==> src/hw/rtl/ctat_pkg.sv <==
package ctat_pkg;

    // table geometry
    localparam int CAPACITY = 32;
    localparam int CNT_W    = $clog2(CAPACITY + 1);
    localparam int KEY_W    = 16;
    localparam int TMO_W    = 16;

    localparam logic [TMO_W-1:0] TIMEOUT_RESET = TMO_W'(1000);

    // command codes
    typedef enum logic [2:0] {
        CMD_ADD     = 3'd0,
        CMD_DELETE  = 3'd1,
        CMD_FIND    = 3'd2,
        CMD_REFRESH = 3'd3,
        CMD_TICK    = 3'd4
    } t_cmd;

    // result status codes
    typedef enum logic [2:0] {
        ST_OK      = 3'd0,
        ST_FULL    = 3'd1,
        ST_DUP     = 3'd2,
        ST_MISSING = 3'd3,
        ST_EXPIRED = 3'd4,
        ST_DONE    = 3'd5
    } t_status;

    // broadcast control to every cell of the row
    typedef struct packed {
        logic             do_add;
        logic             do_del;
        logic             do_ref;
        logic             do_tick;
        logic             do_shift;
        logic [KEY_W-1:0] key;
        logic [TMO_W-1:0] timeout;
    } t_cell_ctl;

endpackage

==> src/hw/rtl/ctat_cell.sv <==
module ctat_cell
    import ctat_pkg::*;
(
    input  logic             i_clk,
    input  logic             i_rst_n,
    input  t_cell_ctl        i_ctl,
    input  logic             i_first_free,
    input  logic             i_pend,
    input  logic [KEY_W-1:0] i_pkey,
    output logic             o_valid,
    output logic             o_match,
    output logic             o_pend,
    output logic [KEY_W-1:0] o_pkey
);

    logic             r_valid;
    logic [KEY_W-1:0] r_key;
    logic [TMO_W-1:0] r_rem;
    logic             r_pend;
    logic [KEY_W-1:0] r_pkey;
    logic             w_take;
    logic             w_expire;

    // key compare and free-slot claim
    assign o_match  = r_valid && (r_key == i_ctl.key);
    assign w_take   = i_ctl.do_add && !r_valid && i_first_free;
    assign w_expire = r_valid && (r_rem <= TMO_W'(1));

    // valid bit
    always_ff @(posedge i_clk) begin
        if (!i_rst_n) begin
            r_valid <= 1'b0;
        end else if (w_take) begin
            r_valid <= 1'b1;
        end else if (i_ctl.do_del && o_match) begin
            r_valid <= 1'b0;
        end else if (i_ctl.do_tick && w_expire) begin
            r_valid <= 1'b0;
        end
    end

    // pending expiry flag, shifted toward slot 0 during the sweep
    always_ff @(posedge i_clk) begin
        if (!i_rst_n) begin
            r_pend <= 1'b0;
        end else if (i_ctl.do_tick) begin
            r_pend <= w_expire;
        end else if (i_ctl.do_shift) begin
            r_pend <= i_pend;
        end
    end

    // key, countdown and pending key payload
    always_ff @(posedge i_clk) begin
        if (w_take) begin
            r_key <= i_ctl.key;
        end
        if (w_take || (i_ctl.do_ref && o_match)) begin
            r_rem <= i_ctl.timeout;
        end else if (i_ctl.do_tick && r_valid) begin
            r_rem <= w_expire ? '0 : r_rem - TMO_W'(1);
        end
        if (i_ctl.do_tick) begin
            r_pkey <= r_key;
        end else if (i_ctl.do_shift) begin
            r_pkey <= i_pkey;
        end
    end

    assign o_valid = r_valid;
    assign o_pend  = r_pend;
    assign o_pkey  = r_pkey;

endmodule

==> src/hw/rtl/ctat_row.sv <==
module ctat_row
    import ctat_pkg::*;
(
    input  logic             i_clk,
    input  logic             i_rst_n,
    input  t_cell_ctl        i_ctl,
    output logic             o_any_match,
    output logic             o_head_pend,
    output logic [KEY_W-1:0] o_head_pkey
);

    logic [CAPACITY-1:0] w_valid;
    logic [CAPACITY-1:0] w_match;
    logic [CAPACITY:0]   w_first_free;
    logic [CAPACITY:0]   w_pend;
    logic [KEY_W-1:0]    w_pkey [CAPACITY+1];

    // lowest free slot chain and empty input above the last cell
    assign w_first_free[0]  = 1'b1;
    assign w_pend[CAPACITY] = 1'b0;
    assign w_pkey[CAPACITY] = '0;

    for (genvar g = 0; g < CAPACITY; g++) begin : g_cell
        assign w_first_free[g+1] = w_first_free[g] & w_valid[g];

        ctat_cell u_cell (
            .i_clk        (i_clk),
            .i_rst_n      (i_rst_n),
            .i_ctl        (i_ctl),
            .i_first_free (w_first_free[g]),
            .i_pend       (w_pend[g+1]),
            .i_pkey       (w_pkey[g+1]),
            .o_valid      (w_valid[g]),
            .o_match      (w_match[g]),
            .o_pend       (w_pend[g]),
            .o_pkey       (w_pkey[g])
        );
    end

    // keys are unique among valid slots, so any hit is the hit
    assign o_any_match = |w_match;
    assign o_head_pend = w_pend[0];
    assign o_head_pkey = w_pkey[0];

endmodule

==> src/hw/rtl/connection_table_with_aging_core.sv <==
// Connection table of CAPACITY keys with per-entry aging countdowns, built as a row of
// cells that each hold one slot. The block takes one command at a time: an item is
// accepted only while the controller is idle. Add, delete, find and refresh register
// their result from the S_CMD state once the output register can take it, the key
// compare running in parallel over all cells, and the next item can be accepted after
// that state. A tick ages every cell in S_TICK, then the expired flags are shifted one
// cell per cycle, unless an expiry at slot 0 waits on a stalled output, through the row
// toward slot 0, which reports them in ascending slot order; a last S_SWEEP step ends the
// sweep and S_DONE registers the closing done result; then the next item is accepted.
// The output register lets a result wait while the next item is accepted.
module connection_table_with_aging_core
    import ctat_pkg::*;
(
    input  logic             i_clk,
    input  logic             i_rst_n,
    input  logic             i_in_valid,
    output logic             o_in_stall,
    input  logic [2:0]       i_command,
    input  logic [KEY_W-1:0] i_conn_key,
    output logic             o_out_valid,
    input  logic             i_out_stall,
    output logic [2:0]       o_status,
    output logic [KEY_W-1:0] o_result_key,
    output logic [5:0]       o_occupancy,
    output logic             o_last,
    input  logic             i_cfg_valid,
    output logic             o_cfg_ready,
    input  logic [TMO_W-1:0] i_cfg_data
);

    typedef enum logic [4:0] {
        S_IDLE  = 5'b00001,
        S_CMD   = 5'b00010,
        S_TICK  = 5'b00100,
        S_SWEEP = 5'b01000,
        S_DONE  = 5'b10000
    } t_state;

    t_state           r_state, n_state;
    logic [TMO_W-1:0] r_timeout;
    logic [2:0]       r_cmd;
    logic [KEY_W-1:0] r_key;
    logic [CNT_W-1:0] r_count, n_count;
    logic [CNT_W-1:0] r_sc, n_sc;
    logic             r_ovalid;
    logic [2:0]       r_status;
    logic [KEY_W-1:0] r_rkey;
    logic [CNT_W-1:0] r_occ;
    logic             r_last;

    logic             w_in_xfer;
    logic             w_can_load;
    logic             w_load;
    logic [2:0]       w_status;
    logic [KEY_W-1:0] w_rkey;
    logic             w_rlast;
    logic             w_full;
    logic             w_any_match;
    logic             w_head_pend;
    logic [KEY_W-1:0] w_head_pkey;
    t_cell_ctl        w_ctl;

    assign w_in_xfer  = i_in_valid && !o_in_stall;
    assign o_in_stall = (r_state != S_IDLE);
    assign w_can_load = !r_ovalid || !i_out_stall;
    assign w_full     = (r_count >= CNT_W'(CAPACITY));
    assign o_cfg_ready = 1'b1;

    // configuration register
    always_ff @(posedge i_clk) begin
        if (!i_rst_n) begin
            r_timeout <= TIMEOUT_RESET;
        end else if (i_cfg_valid && o_cfg_ready) begin
            r_timeout <= i_cfg_data;
        end
    end

    // latch accepted command
    always_ff @(posedge i_clk) begin
        if (w_in_xfer) begin
            r_cmd <= i_command;
            r_key <= i_conn_key;
        end
    end

    // controller: next state, cell control and result selection
    always_comb begin
        n_state  = r_state;
        n_count  = r_count;
        n_sc     = r_sc;
        w_load   = 1'b0;
        w_status = ST_OK;
        w_rkey   = r_key;
        w_rlast  = 1'b1;
        w_ctl    = '{do_add: 1'b0, do_del: 1'b0, do_ref: 1'b0, do_tick: 1'b0,
                     do_shift: 1'b0, key: r_key, timeout: r_timeout};
        case (r_state)
            S_IDLE: begin
                if (w_in_xfer) begin
                    case (i_command)
                        CMD_ADD, CMD_DELETE, CMD_FIND, CMD_REFRESH: n_state = S_CMD;
                        CMD_TICK: n_state = S_TICK;
                        default:  n_state = S_IDLE;
                    endcase
                end
            end
            S_CMD: begin
                if (w_can_load) begin
                    w_load  = 1'b1;
                    n_state = S_IDLE;
                    case (r_cmd)
                        CMD_ADD: begin
                            if (w_full) begin
                                w_status = ST_FULL;
                            end else if (w_any_match) begin
                                w_status = ST_DUP;
                            end else begin
                                w_ctl.do_add = 1'b1;
                                n_count      = r_count + CNT_W'(1);
                            end
                        end
                        CMD_DELETE: begin
                            if (w_any_match) begin
                                w_ctl.do_del = 1'b1;
                                n_count      = r_count - CNT_W'(1);
                            end else begin
                                w_status = ST_MISSING;
                            end
                        end
                        CMD_REFRESH: begin
                            w_ctl.do_ref = 1'b1;
                            w_status     = w_any_match ? ST_OK : ST_MISSING;
                        end
                        default: begin
                            w_status = w_any_match ? ST_OK : ST_MISSING;
                        end
                    endcase
                end
            end
            S_TICK: begin
                w_ctl.do_tick = 1'b1;
                n_sc          = '0;
                n_state       = S_SWEEP;
            end
            S_SWEEP: begin
                if (r_sc == CNT_W'(CAPACITY)) begin
                    n_state = S_DONE;
                end else if (!w_head_pend || w_can_load) begin
                    w_ctl.do_shift = 1'b1;
                    n_sc           = r_sc + CNT_W'(1);
                    if (w_head_pend) begin
                        w_load   = 1'b1;
                        w_status = ST_EXPIRED;
                        w_rkey   = w_head_pkey;
                        w_rlast  = 1'b0;
                        n_count  = r_count - CNT_W'(1);
                    end
                end
            end
            S_DONE: begin
                w_status = ST_DONE;
                w_rkey   = '0;
                if (w_can_load) begin
                    w_load  = 1'b1;
                    n_state = S_IDLE;
                end
            end
            default: begin
                n_state = S_IDLE;
            end
        endcase
    end

    // controller registers
    always_ff @(posedge i_clk) begin
        if (!i_rst_n) begin
            r_state <= S_IDLE;
            r_count <= '0;
            r_sc    <= '0;
        end else begin
            r_state <= n_state;
            r_count <= n_count;
            r_sc    <= n_sc;
        end
    end

    // row of slot cells
    ctat_row u_row (
        .i_clk       (i_clk),
        .i_rst_n     (i_rst_n),
        .i_ctl       (w_ctl),
        .o_any_match (w_any_match),
        .o_head_pend (w_head_pend),
        .o_head_pkey (w_head_pkey)
    );

    // output register
    always_ff @(posedge i_clk) begin
        if (!i_rst_n) begin
            r_ovalid <= 1'b0;
        end else if (w_load) begin
            r_ovalid <= 1'b1;
        end else if (!i_out_stall) begin
            r_ovalid <= 1'b0;
        end
    end

    always_ff @(posedge i_clk) begin
        if (w_load) begin
            r_status <= w_status;
            r_rkey   <= w_rkey;
            r_occ    <= n_count;
            r_last   <= w_rlast;
        end
    end

    assign o_out_valid  = r_ovalid;
    assign o_status     = r_status;
    assign o_result_key = r_rkey;
    assign o_occupancy  = 6'(r_occ);
    assign o_last       = r_last;

    // occupancy never exceeds the table size
    a_count_range: assert property (@(posedge i_clk) disable iff (!i_rst_n)
        r_count <= CNT_W'(CAPACITY))
        else $error("entry count beyond capacity");

    // sweep position stays within the row
    a_sweep_range: assert property (@(posedge i_clk) disable iff (!i_rst_n)
        (r_state == S_SWEEP) |-> (r_sc <= CNT_W'(CAPACITY)))
        else $error("sweep counter out of range");

    // an accepted tick starts the aging step next cycle
    a_tick_start: assert property (@(posedge i_clk) disable iff (!i_rst_n)
        (w_in_xfer && i_command == CMD_TICK) |=> (r_state == S_TICK))
        else $error("tick did not start aging");

    // done and single results close the input, expiries do not
    a_last_flag: assert property (@(posedge i_clk) disable iff (!i_rst_n)
        o_out_valid |-> (o_last == (o_status != ST_EXPIRED)))
        else $error("last flag does not match status");

endmodule
==> config.mk <==
export PLATFORM = sky130hd
export DESIGN_NAME = connection_table_with_aging_core
export DESIGN_NICKNAME = d
export VERILOG_FILES = /design/src/hw/rtl/ctat_pkg.sv /design/src/hw/rtl/ctat_cell.sv /design/src/hw/rtl/ctat_row.sv /design/src/hw/rtl/connection_table_with_aging_core.sv
export SDC_FILE = /design/constraint.sdc
export NUM_CORES = 2
export LEC_CHECK = 0
export BUFFER_PORTS_ARGS = -buffer_cell sky130_fd_sc_hd__buf_4
export CORE_MARGIN = 3
export CORE_UTILIZATION = 40
export DETAILED_ROUTE_END_ITERATION = 10
export GPL_ROUTABILITY_DRIVEN = 0
export HOLD_SLACK_MARGIN = 0.02
export MAX_ROUTING_LAYER = met4
export SLEW_MARGIN = 20
export SYNTH_ARGS = -nofsm -noshare
export SYNTH_HDL_FRONTEND = slang
export SYNTH_HIERARCHICAL = 1
export SYNTH_SLANG_ARGS = --single-unit
==> constraint.sdc <==
create_clock -name i_clk -period 10.9 [get_ports i_clk]
set_clock_uncertainty 0.2 [all_clocks]
set_input_delay 0.545 -clock i_clk [delete_from_list [all_inputs] [get_ports i_clk]]
set_output_delay 0.545 -clock i_clk [all_outputs]
set_load 0.05 [all_outputs]
Yosys cells after proc, flatten, opt, wreduce, memory -nomap -nowiden
Index checks and enable logic that the tools add are counted.
{ "word_totals": {"reg_bits": 1679, "output_inout_bits": 29, "wordCells": 1092} }
{ "op_classes": {"add_sub_neg": 35, "order_cmp": 33, "n_eq_ne": 51, "n_mux": 370, "bitwise": 32, "n_reduce_logical": 400} }
{ "op_table": {"columns": ["operator", "n"], "rows": [
  ["16-bit two-way mux", 163],
  ["16-bit == test", 32],
  ["16-bit by 1-bit less-or-equal comparator with 1-bit output (second input constant)", 32],
  ["16-bit by 1-bit subtractor with 16-bit output (second input constant)", 32],
  ["1-bit logical AND", 256],
  ["1-bit two-way mux", 177],
  ["3-bit nonzero test", 32],
  ["2-bit nonzero test", 34],
  ["6-bit two-way mux", 9],
  ["1-bit zero test", 36],
  ["6-bit case mux with 2 select lines", 3],
  ["1-bit logical OR", 34],
  ["16-bit case mux with 2 select lines", 1],
  ["32-bit OR reduction", 1],
  ["1-bit AND", 30],
  ["5-bit case mux with 4 select lines", 1],
  ["3-bit two-way mux", 5],
  ["5-bit two-way mux", 3],
  ["6-bit by 1-bit adder with 6-bit output (second input constant)", 2],
  ["2-bit two-way mux", 5],
  ["3-bit by 2-bit == test with 1-bit output (second input constant)", 3],
  ["3-bit case mux with 3 select lines", 1],
  ["2-bit inequality test (second input constant)", 4],
  ["3-bit by 1-bit == test with 1-bit output (second input constant)", 2],
  ["other kinds (19)", 23]
]} }

Depth between registers and ports, before layout
{ "logic_depth": {"depth_word": 33, "mapped_depth": 15} }

Hierarchy
Netlist, hierarchy kept.
{ "modules_own_cells": {"columns": ["module", "instances", "cells_per_inst", "area_per_inst_um2"], "rows": [
  ["ctat_cell", 32, 184, 2479.9],
  ["connection_table_with_aging_core", 1, 301, 3485.8],
  ["ctat_row", 1, 78, 473.0]
]} }

Worst setup path after synthesis
Ideal clock, no wire load.
{ "synth_timing": {"path_type": "reg2reg", "startpoint": "reg r_state[4]", "endpoint": "reg u_row.g_cell[0].u_cell.r_rem[0], enable pin", "t_arrival_ns": 7.203, "required_time_ns": 10.325, "path_slack_ns": 3.122, "stages_incl_launch_ff": 8, "cell_sequence": "dfxtp_1 -> nor4_1 -> and2_1 -> clkbuf_1 -> nand2_1 -> nor3_1 -> a31oi_1 -> nand2_1"} }
{ "synth_rtl": {"columns": ["item", "line_no", "source"], "rows": [
  ["from (decl)", "connection_table_with_aging_core.sv:39", "t_state r_state, n_state;"],
  ["from (signal assigned)", "connection_table_with_aging_core.sv:181", "r_state <= n_state;"],
  ["to (signal assigned)", "ctat_cell.sv:59", "r_rem <= i_ctl.timeout;"],
  ["to (signal assigned)", "ctat_cell.sv:61", "r_rem <= w_expire ? '0 : r_rem - TMO_W'(1);"],
  ["to (decl)", "ctat_cell.sv:18", "logic [TMO_W-1:0] r_rem;"]
]} }

==> report_table.html <==
<table>
<tr><th>Metric</th><th>Value</th></tr>
<tr><th colspan="2">Setup path</th></tr>
<tr><td>Worst-case reg-to-reg path depth</td><td>17</td></tr>
<tr><td>Type of the worst setup path</td><td>register to register</td></tr>
<tr><td>R2R setup slack</td><td>3.54 ns</td></tr>
<tr><td>Worst-path fanout max</td><td>27</td></tr>
<tr><td>Cell breakdown of the critical path</td><td>buf_4 -&gt; xnor2_1 -&gt; nand4_1 -&gt; nor4_1 -&gt; and2_1 -&gt; nor4_1 -&gt; nand4_1 -&gt; or2_2 -&gt; nor2_1 -&gt; nand2_1 -&gt; nor2_4 -&gt; buf_4 -&gt; nand2_1 -&gt; nor2_2 -&gt; buf_4 -&gt; a31oi_1 -&gt; nand2_1</td></tr>
<tr><td>Startpoint types</td><td>register</td></tr>
<tr><td>CP Capture Type</td><td>register</td></tr>
<tr><td>Required time of the critical path</td><td>~11 ns</td></tr>
<tr><td>Cell type of the slowest stage on the worst timing path</td><td>sky130_fd_sc_hd__edfxtp_1</td></tr>
<tr><td>CP Data Arrival Time</td><td>around 7.6 ns</td></tr>
<tr><td>End of the worst register-to-register path</td><td>u_row/g_cell[24].u_cell/r_rem[11]</td></tr>
<tr><td>Reg2Reg Launch Point</td><td>r_key[1]</td></tr>
<tr><td>Biggest cell delay along the critical path</td><td>0.94 ns</td></tr>
<tr><th colspan="2">Logic synthesis</th></tr>
<tr><td>Simple-gate share of the synthesized area</td><td>approximately an eighth</td></tr>
<tr><td>Synth Area in Compound Gates</td><td>7.869%</td></tr>
<tr><td>Fraction of synthesized area in multiplexers</td><td>under 10%</td></tr>
<tr><td>Post-synth EDFFs</td><td>between 1,500 and 2,000</td></tr>
<tr><td>Dominant cell by count in the synthesized netlist</td><td>sky130_fd_sc_hd__edfxtp_1</td></tr>
<tr><td>Netlist area before placement</td><td>~83,000 um^2</td></tr>
<tr><td>Count of warnings emitted by yosys</td><td>6</td></tr>
<tr><td>Biggest area contributors in the synthesized netlist</td><td>sky130_fd_sc_hd__edfxtp_1 57%, sky130_fd_sc_hd__mux2_2 7.8%, sky130_fd_sc_hd__xor2_1 4.7%</td></tr>
<tr><td>Number of synthesized register bits</td><td>between 1,500 and 2,000</td></tr>
<tr><td>Dominant combinational cell family by area after synthesis</td><td>simple AND/OR/NAND/NOR gates</td></tr>
<tr><td>Post-Syn Instances</td><td>6,267</td></tr>
<tr><td>Number of different library cells in the post-synthesis netlist</td><td>70</td></tr>
<tr><td>Cell type with the highest aggregate area in the netlist</td><td>sky130_fd_sc_hd__edfxtp_1</td></tr>
<tr><td>Flip-flop cell with the highest count after synthesis</td><td>sky130_fd_sc_hd__edfxtp_1</td></tr>
<tr><td>Fraction of the yosys area taken by sequential cells</td><td>roughly three fifths</td></tr>
<tr><td>Post-synthesis average cell area</td><td>13.29 um^2</td></tr>
<tr><td>Top-area cell type share of the netlist area</td><td>56.98%</td></tr>
<tr><td>Top cell types by occurrence after synthesis</td><td>1,581 x sky130_fd_sc_hd__edfxtp_1, 576 x sky130_fd_sc_hd__mux2_2, 450 x sky130_fd_sc_hd__xor2_1</td></tr>
<tr><td>Share of synthesized registers carrying an async set or reset</td><td>0%</td></tr>
<tr><td>Fraction of the mapped netlist area in adder cells</td><td>1.021%</td></tr>
<tr><td>Share of the synthesized netlist area taken by xor and xnor gates</td><td>roughly 8.5%</td></tr>
<tr><th colspan="2">Placed design</th></tr>
<tr><td>Setup slack after placement</td><td>3.547 ns</td></tr>
<tr><td>Cell count after placement</td><td>8,995</td></tr>
<tr><td>DPL Wire Length</td><td>132,500 um</td></tr>
<tr><td>IO buf count</td><td>67</td></tr>
<tr><th colspan="2">Timing</th></tr>
<tr><td>RSZ-0062 raised after global routing</td><td>false</td></tr>
<tr><td>Period utilisation layout</td><td>67.52%</td></tr>
<tr><td>Relative max-transition margin</td><td>14.35%</td></tr>
<tr><td>Setup slack of the critical path after layout</td><td>3.540 ns</td></tr>
<tr><td>Measured slew at the worst slew-check pin</td><td>between 1 and 1.5 ns</td></tr>
<tr><td>Fmax</td><td>0.1359 GHz</td></tr>
<tr><td>Final Max Slew Viols</td><td>0</td></tr>
<tr><td>Count of final hold-check violations</td><td>0</td></tr>
<tr><td>Total negative slack for setup checks</td><td>0 ns</td></tr>
<tr><td>Final setup violating endpoints</td><td>0</td></tr>
<tr><td>Crit path time final</td><td>about 7.4 ns</td></tr>
<tr><th colspan="2">Floorplan</th></tr>
<tr><td>Die area</td><td>213,800 um^2</td></tr>
<tr><td>Die width</td><td>462.4 um</td></tr>
<tr><td>Standard-cell rows</td><td>166</td></tr>
<tr><td>Core area</td><td>slightly above 200,000 um^2</td></tr>
<tr><td>Starting density of the core</td><td>40.48%</td></tr>
<tr><td>I/O pins</td><td>69</td></tr>
<tr><td>Die height</td><td>462.4 um</td></tr>
<tr><th colspan="2">CTS</th></tr>
<tr><td>CTS root buf</td><td>sky130_fd_sc_hd__clkbuf_16</td></tr>
<tr><td>CTS clk-pin slew, worst paths</td><td>0.06 ns</td></tr>
<tr><td>Clock buffer depth</td><td>3</td></tr>
<tr><td>Later-pin clock latency in the skew report</td><td>0.83 ns</td></tr>
<tr><td>TritonCTS clock tree</td><td>yes</td></tr>
<tr><td>Clock H-tree levels</td><td>4</td></tr>
<tr><td>Number of gates given a new drive strength after cts</td><td>0</td></tr>
<tr><td>Clock sink count</td><td>1,679</td></tr>
<tr><td>Total clock buffers created by CTS</td><td>179</td></tr>
<tr><th colspan="2">Layout</th></tr>
<tr><td>Final std cells w/o fill</td><td>around 9,400</td></tr>
<tr><td>Fraction of final layout cells sized beyond drive strength 1</td><td>18.85%</td></tr>
<tr><td>Final net count</td><td>6,574</td></tr>
<tr><td>Area growth from synthesis to final layout</td><td>12.70%</td></tr>
<tr><td>Post-layout util</td><td>45.62%</td></tr>
<tr><th colspan="2">Drt</th></tr>
<tr><td>TritonRoute pass-1 iters</td><td>8</td></tr>
<tr><td>Final routed wirelength across all metal layers</td><td>roughly 220,000 um</td></tr>
<tr><td>Routed Antenna Nets</td><td>0</td></tr>
<tr><td>Number of DRC violations after detailed routing</td><td>0</td></tr>
<tr><td>Routed length per instance</td><td>approximately 23 um</td></tr>
<tr><td>Number of violations reported at the end of detailed-routing iteration 0</td><td>5,031</td></tr>
<tr><td>DR vias/cell</td><td>5.713</td></tr>
<tr><td>Vias after detailed routing</td><td>approximately 54,000</td></tr>
<tr><th colspan="2">Global routing</th></tr>
<tr><td>Grt ovf</td><td>0</td></tr>
<tr><td>First-pass GRT wire length</td><td>329,500 um</td></tr>
<tr><td>Largest net degree at the start of global routing</td><td>approximately 150</td></tr>
<tr><td>Initial antenna violation count</td><td>7</td></tr>
<tr><td>Overall routing resource usage</td><td>20.27%</td></tr>
<tr><td>Vias in the first global route</td><td>between 50,000 and 60,000</td></tr>
<tr><th colspan="2">Hold path</th></tr>
<tr><td>Class of the most critical hold timing path</td><td>input port to register</td></tr>
<tr><td>Hold depth</td><td>2</td></tr>
<tr><td>Hold path endpoint</td><td>r_key[11]</td></tr>
<tr><td>Hold Startpoint</td><td>i_conn_key[11]</td></tr>
<tr><th colspan="2">Power</th></tr>
<tr><td>Power density cells</td><td>146.5 nW/um^2</td></tr>
<tr><td>Largest voltage drop on the vdd net</td><td>0.1563 mV</td></tr>
<tr><td>Leakage</td><td>~34 nW</td></tr>
<tr><td>PnR Total Power</td><td>approximately 14 mW</td></tr>
<tr><th colspan="2">Outcome</th></tr>
<tr><td>Result of the run</td><td>finished, final reports clean</td></tr>
<tr><th colspan="2">Run</th></tr>
<tr><td>Max-cap viol count</td><td>0</td></tr>
</table>
[critical path: cells and delay by family, from the launching register on]
kind,cells,cell delay [ns]
buffers and inverters,3,1.18
DFF,1,0.94
and+or+nand+nor,12,4.20
AOI/OAI and AO/OA,1,0.14
xor gates and xnor gates,1,0.13
[area by class of cell]
type	count	area, um^2
well taps	2772	3468
diodes	3	7.507
flip-flops and latches	1679	49460
clock buffers	242	4901
inverters	182	683.2
clock inverters	90	1121
multi-input cells	4209	32270
fillers	18230	111900
repair buffers	215	1989
[how the worst max path moves through the flow]
stage / start / to / slack (ns) / depth (start not counted)
6_report: r_key[1] / u_row/g_cell[24].u_cell/r_rem[11] / 3.54 / 17
3_5_place_dp: r_key[1] / u_row/g_cell[25].u_cell/r_rem[14] / 3.55 / 17
2_1_floorplan: r_state[4] / u_row/g_cell[0].u_cell/r_rem[0] / 3.12 / 7
5_1_grt: r_key[1] / u_row/g_cell[24].u_cell/r_rem[10] / 3.30 / 17
4_1_cts: r_key[1] / u_row/g_cell[24].u_cell/r_rem[11] / 3.48 / 17
3_3_place_gp: r_key[1] / u_row/g_cell[24].u_cell/r_rem[11] / 3.51 / 17
[layer usage]
layer / vias up / wire (um) / GRT usage [%]
met2: 1614 / 104200 / 32.48
met1: 27090 / 96190 / 26.88
met4: 0 / 6226 / 6.062
met5: - / 0 / -
li1: 24630 / - / -
met3: 327 / 11770 / 2.750
[per-stage QoR]
stage	cell area, um^2	hold WS [ns]
global placement	87220	0.2479
detailed placement	87240	0.2496
floorplan	83380	0.2996
global route	93900	0.1926
CTS	93890	0.1598
finish	93900	0.2407
[layout by cell type, fill, tap and decap left out, types with 104 or more instances in the layout]
cell,synthesis,layout
sky130_fd_sc_hd__clkbuf_16,0,183
sky130_fd_sc_hd__xor2_1,450,450
sky130_fd_sc_hd__nand2_1,253,253
sky130_fd_sc_hd__inv_1,179,178
sky130_fd_sc_hd__a22o_1,240,240
sky130_fd_sc_hd__nor2_1,381,347
sky130_fd_sc_hd__edfxtp_1,1581,1581
sky130_fd_sc_hd__a21oi_1,104,104
sky130_fd_sc_hd__a32o_1,225,225
sky130_fd_sc_hd__nor3_1,338,337
sky130_fd_sc_hd__xnor2_1,360,360
sky130_fd_sc_hd__nand3_1,198,198
sky130_fd_sc_hd__mux2_2,576,576
sky130_fd_sc_hd__buf_4,1,134
sky130_fd_sc_hd__nor4_1,208,205
[timing repair]
item / 4_1_cts / 5_1_grt
buffers inserted: 0 / 0
endpoints found under the hold margin: 52 / 0
hold buffers: 62 / 0
[power by group]
group	internal [mW]	total, mW	switching (mW)
logic	0.140	0.456	0.315
registers	7.01	7.04	0.0323
clock network	3.66	6.26	2.59
total	10.8	13.8	2.94
[cell families after synthesis]
| family | Yosys count |
|---|---|
| AND/OR/NAND/NOR | 1888 |
| flip-flops | 1679 |
| XOR/XNOR | 810 |
| AO/OA/AOI/OAI | 798 |
| multiplexers | 626 |
| buffers and inverters | 395 |
| adder cells (fa/ha/maj) | 68 |
| other | 3 |
[flip-flops by register name, summed over array words and instances, names as in the netlist]
register and count:
r_timeout 16, o_status 3, o_out_valid 1, r_sc 6, u_row/g_cell.u_cell/o_valid 32, u_row/g_cell.u_cell/r_rem 512, r_key 16, u_row/g_cell.u_cell/o_pend 32
o_result_key 16, o_occupancy 6, r_cmd 3, r_state 5, u_row/g_cell.u_cell/o_pkey 512, r_count 6, u_row/g_cell.u_cell/r_key 512, o_last 1
Power figures use the tool's default switching activity.
